$ cat src/rtl/assert_macros.svh
// Assertion macros shared by the RTL. Empty when synthesising.
`ifndef ASSERT_MACROS_SVH
`define ASSERT_MACROS_SVH
`ifndef SYNTHESIS
`define SBI_ASSERT(label, clk, rst_n, prop, msg) \
    label: assert property (@(posedge clk) disable iff (!rst_n) (prop)) else $error(msg);
`define SBI_ASSERT_NEXT(label, clk, rst_n, ante, cons, msg) \
    label: assert property (@(posedge clk) disable iff (!rst_n) (ante) |=> (cons)) else $error(msg);
`else
`define SBI_ASSERT(label, clk, rst_n, prop, msg)
`define SBI_ASSERT_NEXT(label, clk, rst_n, ante, cons, msg)
`endif
`endif

$ cat src/rtl/sbi_pkg.sv
// ----------------------------------------------------------------------------
// sbi_pkg
// Widths, constants and controller/datapath interface types of the
// spatial balance index block.
// ----------------------------------------------------------------------------
package sbi_pkg;

    localparam int MAX_SAMPLE = 64;
    localparam int SLOT_W     = 6;
    localparam int CNT_W      = 7;
    localparam int DIST_W     = 16;
    localparam int PROB_W     = 17;
    localparam int SUM_W      = 32;
    localparam int ACC_W      = 38;
    localparam int SQ_W       = 64;
    localparam int SQACC_W    = 70;
    localparam int HI_W       = ACC_W - SUM_W;
    localparam int NSQ_W      = 76;
    localparam int FRAC_DROP  = 16;
    localparam int DIV_W      = NSQ_W - FRAC_DROP;
    localparam int DIV_CNT_W  = 6;
    localparam int M_W        = 13;
    localparam int OUT_W      = 48;

    localparam logic [CNT_W-1:0]  MAX_COUNT = CNT_W'(MAX_SAMPLE);
    localparam logic [PROB_W-1:0] PROB_ONE  = PROB_W'(65536);
    localparam logic [DIST_W-1:0] DIST_MAX  = '1;
    localparam logic [DIV_CNT_W-1:0] DIV_STEPS = DIV_CNT_W'(DIV_W);

    typedef struct packed {
        logic accept;
        logic idx_clr;
        logic idx_inc;
        logic tie_rd;
        logic tie_wr;
        logic tie_done;
        logic acc_clr;
        logic var_rd;
        logic var_sq;
        logic var_add;
        logic fin1;
        logic fin2;
        logic fin3;
        logic div_step;
        logic out_load;
        logic out_zero;
    } sbi_cmd_t;

    typedef struct packed {
        logic item_end;
        logic pop_end;
        logic walk_end;
        logic n_small;
        logic div_done;
        logic out_taken;
    } sbi_status_t;

endpackage

$ cat src/rtl/sbi_ctrl.sv
// ----------------------------------------------------------------------------
// sbi_ctrl
// Sequencer: accepts beats, walks the slot store for the tie update and the
// variance sums, then runs the final arithmetic and the divider.
// ----------------------------------------------------------------------------
module sbi_ctrl (
    input  logic                 clk,
    input  logic                 rst_n,
    input  logic                 item_valid,
    output logic                 item_stall,
    input  sbi_pkg::sbi_status_t status,
    output sbi_pkg::sbi_cmd_t    cmd
);

    typedef enum logic [10:0] {
        ST_IDLE    = 11'b00000000001,
        ST_TIE_RD  = 11'b00000000010,
        ST_TIE_WR  = 11'b00000000100,
        ST_VAR_RD  = 11'b00000001000,
        ST_VAR_SQ  = 11'b00000010000,
        ST_VAR_ADD = 11'b00000100000,
        ST_FIN1    = 11'b00001000000,
        ST_FIN2    = 11'b00010000000,
        ST_FIN3    = 11'b00100000000,
        ST_DIV     = 11'b01000000000,
        ST_OUT     = 11'b10000000000
    } state_t;

    state_t state_reg, state_next;

    always_ff @(posedge clk or negedge rst_n)
    begin
        if (!rst_n)
        begin
            state_reg <= ST_IDLE;
        end
        else
        begin
            state_reg <= state_next;
        end
    end

    always_comb
    begin
        state_next = state_reg;
        cmd        = '0;
        item_stall = 1'b1;
        case (state_reg)
            ST_IDLE:
            begin
                item_stall = 1'b0;
                if (item_valid)
                begin
                    cmd.accept = 1'b1;
                    if (status.item_end)
                    begin
                        cmd.idx_clr = 1'b1;
                        state_next  = ST_TIE_RD;
                    end
                end
            end
            ST_TIE_RD:
            begin
                if (status.walk_end)
                begin
                    cmd.tie_done = 1'b1;
                    if (!status.pop_end)
                    begin
                        state_next = ST_IDLE;
                    end
                    else if (status.n_small)
                    begin
                        cmd.out_load = 1'b1;
                        cmd.out_zero = 1'b1;
                        state_next   = ST_OUT;
                    end
                    else
                    begin
                        cmd.idx_clr = 1'b1;
                        cmd.acc_clr = 1'b1;
                        state_next  = ST_VAR_RD;
                    end
                end
                else
                begin
                    cmd.tie_rd = 1'b1;
                    state_next = ST_TIE_WR;
                end
            end
            ST_TIE_WR:
            begin
                cmd.tie_wr  = 1'b1;
                cmd.idx_inc = 1'b1;
                state_next  = ST_TIE_RD;
            end
            ST_VAR_RD:
            begin
                if (status.walk_end)
                begin
                    state_next = ST_FIN1;
                end
                else
                begin
                    cmd.var_rd = 1'b1;
                    state_next = ST_VAR_SQ;
                end
            end
            ST_VAR_SQ:
            begin
                cmd.var_sq = 1'b1;
                state_next = ST_VAR_ADD;
            end
            ST_VAR_ADD:
            begin
                cmd.var_add = 1'b1;
                cmd.idx_inc = 1'b1;
                state_next  = ST_VAR_RD;
            end
            ST_FIN1:
            begin
                cmd.fin1   = 1'b1;
                state_next = ST_FIN2;
            end
            ST_FIN2:
            begin
                cmd.fin2   = 1'b1;
                state_next = ST_FIN3;
            end
            ST_FIN3:
            begin
                cmd.fin3   = 1'b1;
                state_next = ST_DIV;
            end
            ST_DIV:
            begin
                if (status.div_done)
                begin
                    cmd.out_load = 1'b1;
                    state_next   = ST_OUT;
                end
                else
                begin
                    cmd.div_step = 1'b1;
                end
            end
            ST_OUT:
            begin
                if (status.out_taken)
                begin
                    state_next = ST_IDLE;
                end
            end
            default:
            begin
                state_next = ST_IDLE;
            end
        endcase
    end

endmodule

$ cat config.mk
export PLATFORM = sky130hd
export DESIGN_NAME = sbi_ctrl
export DESIGN_NICKNAME = d
export VERILOG_FILES = /design/src/rtl/assert_macros.svh /design/src/rtl/sbi_pkg.sv /design/src/rtl/sbi_ctrl.sv
export SDC_FILE = /design/constraint.sdc
export NUM_CORES = 1
export LEC_CHECK = 0
export BUFFER_PORTS_ARGS = -buffer_cell sky130_fd_sc_hd__buf_2
export CAP_MARGIN = 20
export CORE_MARGIN = 2
export CORE_UTILIZATION = 24
export DETAILED_ROUTE_END_ITERATION = 16
export PLACE_DENSITY_LB_ADDON = 0.15
export SLEW_MARGIN = 20
export SYNTH_ARGS = -nofsm -noshare
export SYNTH_HDL_FRONTEND = slang
export SYNTH_SLANG_ARGS = --single-unit
$ cat constraint.sdc
create_clock -name clk -period 2.6 [get_ports clk]
set_input_delay 0.52 -clock clk [delete_from_list [all_inputs] [get_ports clk]]
set_output_delay 0.52 -clock clk [all_outputs]
set_load 0.05 [all_outputs]
==> metrics.md <==
| Metric | Value |
|---|---|
| First-pass GRT wire length | `a little under 4000 um` |
| Hold WS | `between 0.1 and 0.15 ns` |
| Core region area | `about 3400 um^2` |
| Worst hold path class | `input pin to async pin` |
| GP Congestion | `0.801` |
| Number of synthesized flops with an enable pin | `0` |
| Clock Sinks | `11` |
| Synthesized netlist cell count | `about 100` |
| Ys flop type | `dfrtp_1` |
| Vias in the first global route | `853` |
| Distinct cells, synth | `34` |
| Cell Pwr Density | `between 500 and 600 nW/um^2` |
| Final hold viol count | `0` |
| # IOs | `26` |
| Dpl cell area | `1130 um^2` |
| Die Width | `64.2 um` |
| Post-route ant nets | `0` |
| Logic pwr share | `50.5%` |
| Diode count | `0` |
| Final min period | `roughly 2.6 ns` |
| RSZ-0062 raised after global routing | `yes` |
| Tcrit/Tclk final | `between 90% and 100%` |
| Layout cell share with drive strength beyond 1 | `47.1%` |
| Clock Skews | `slightly below 0.002 ns` |
| Largest net degree at the start of global routing | `13` |
| Drt first-iter violations | `25` |
| Effective utilization at floorplan | `between 20 and 30%` |
| GRT Overall Usage | `a little under an eighth` |
| Die area | `4120 um^2` |
| Pleak | `between 0.5 and 0.6 nW` |
| Post-synthesis sequential area ratio | `a little under a third` |
| # setup viols final | `0` |
| Setup crit end kind | `output pin` |
| R2R depth | `6` |
| Psw | `0.305 mW` |
| Req. time, crit path | `approximately 2.1 ns` |
| Initial antenna violation count | `0` |
| DRC Markers | `0` |
| Crit path DAT | `roughly 2 ns` |
| Most frequent cell after synthesis | `nor2_1` |
| Synth top area share | `about 29%` |
| Post-synthesis instance area | `approximately 870 um^2` |
| Max-cap violations | `0` |
| Setup tns final | `0 ns` |
| Vias post-DR | `889` |
| DR WL/cell | `roughly 13 um` |
| Routed WL | `around 2300 um` |
| NumNets Final | `~150` |
| TritonCTS Buffers | `3` |
| Dpl ws | `about 0.16 ns` |
| Crit path max fanout | `3` |
| Area Growth Syn to Fin | `42.7%` |
| DIE HEIGHT | `approximately 64 um` |
| Critical path class | `flop to output pin` |
| Root Buffer | `clkbuf_4` |
| Congestion Overflow GR | `0` |
| Max reg flops | `11` |
| DP HPWL | `between 1500 and 2000 um` |
| Worst setup margin | `0.0335 ns` |
| Post-Syn Area per Cell | `8.36 um^2` |
| Reg2Reg Capture Point | `state_reg[0]` |
| Hold_buf cts | `0` |
| R2r setup slk | `0.73 ns` |
| Finished Cell Area | `1240 um^2` |
| Worst-margin pin slew | `about 0.36 ns` |
| Sw Share | `about 44%` |
| Clock Pin Slew Worst Setup and Hold Paths | `roughly 0.080 ns` |
| Worst vdd ir | `roughly 0.15 mV` |
| Syn_nets | `113` |
| Clk pwr share | `between 10% and 20%` |
| Port Buffer Count | `25` |
| Total Power | `just under 0.7 mW` |
| Yosys top cell by area | `dfrtp_1` |
| Most frequent cells after synthesis | `11 x nor2_1, 10 x dfrtp_1, 9 x nand2_1, 9 x nor3_1, 8 x nor4b_1` |
| RR Startpoint | `state_reg[2]` |
| FP Rows | `21` |
| Max-slew headroom | `75.9%` |
| Top cells by area, synth | `dfrtp_1 29%, nor4b_1 8.1%, nor3_1 5.2%` |
| H-tree depth | `1` |
| Worst-Skew Late Latency | `between 0.2 and 0.3 ns` |
| Max-slew violations | `0` |
| Max Freq | `0.390 GHz` |
| Synthesized flop and latch total | `11` |
| Clk buf depth | `2` |
| Mean number of vias per cell | `about 4.8` |
| Async SR Flop Fraction | `between 90% and 100%` |
| DR pass1 iterations | `4` |
| Outcome | `completed` |
| Ys Warns | `0` |
| Internal | `~0.39 mW` |
| Sequential fraction of design power | `between 30% and 40%` |
| CP Launch Type | `flop` |
| CTS tree | `yes` |
[stage by stage]
stage,instances,utilization [%]
3_3_place_gp,177,33.0
2_1_floorplan,104,-
5_1_grt,184,36.3
3_5_place_dp,177,33.0
6_report,184,36.3
4_1_cts,183,34.8
[how the worst max path moves through the flow]
stage,startpoint,endpoint,slack (ns),depth (start not counted)
2_1_floorplan,state_reg[1],cmd[5],-0.62,4
3_3_place_gp,state_reg[8],cmd[14],0.22,6
3_5_place_dp,state_reg[8],cmd[14],0.16,6
4_1_cts,state_reg[10],cmd[9],0.00003,6
5_1_grt,state_reg[10],cmd[14],-0.07,6
6_report,state_reg[10],cmd[14],0.03,6
[power by group through the flow]
stage	Clock [mW]	Combinational, mW	Sequential [mW]
floorplan	0	0.259	0.197
global placement	0	0.319	0.221
detailed placement	0	0.322	0.221
CTS	0.127	0.328	0.217
global route	0.130	0.383	0.223
finish	0.122	0.349	0.220
[cell type report]
| cell class | instances | area (um^2) |
|---|---|---|
| inverter | 4 | 15.0 |
| timing repair buffer | 39 | 278 |
| tap | 46 | 57.6 |
| multi-input combinational | 80 | 587 |
| fill | 377 | 2170 |
| sequential | 11 | 278 |
| clock buffer | 4 | 26.3 |
[worst max-delay path, cell delays in order, from the launching register on]
cell and delay [ns]:
dfrtp_2 0.42, or4_4 0.54, nor4_4 0.22, nand4_2 0.18, nand2b_4 0.20, o21ai_2 0.06, buf_6 0.17
[placed cells by master, fill, tap and decap left out, types with 3 or more instances in the layout]
master | netlist | routed
dfrtp_1 | 10 | 9
clkbuf_4 | 0 | 10
nand2_1 | 9 | 9
buf_2 | 1 | 12
and3_2 | 3 | 3
nor2_1 | 11 | 9
o21ai_0 | 6 | 5
buf_4 | 3 | 16
nor2b_1 | 4 | 4
inv_1 | 4 | 4
nand2b_1 | 6 | 6
nor4b_1 | 8 | 6
nor3_1 | 9 | 8
buf_6 | 1 | 4
[cells by family after synthesis]
family | synth area share (%)
AOI/OAI and AO/OA | 10.1
xor gates and xnor gates | 2.01
buffers and inverters | 7.91
DFF | 31.8
and+or+nand+nor | 48.2
[metal layers]
metal | track usage, % | up-vias | wire (um)
met1 | 15.1 | 432 | 1090
met3 | 2.64 | 2 | 101
met4 | 3.19 | 0 | 10
li1 | - | 442 | -
met5 | 0 | - | 0
met2 | 19.8 | 13 | 1100
[what timing repair did]
action / 4_1_cts / 5_1_grt
gates resized for setup: 7 / 16
setup endpoints to repair: 8 / 13
hold endpoints to repair: 0 / 0
buffers inserted: 2 / 1
pin swaps: 1 / 3
(Power assumes the default switching activity.)
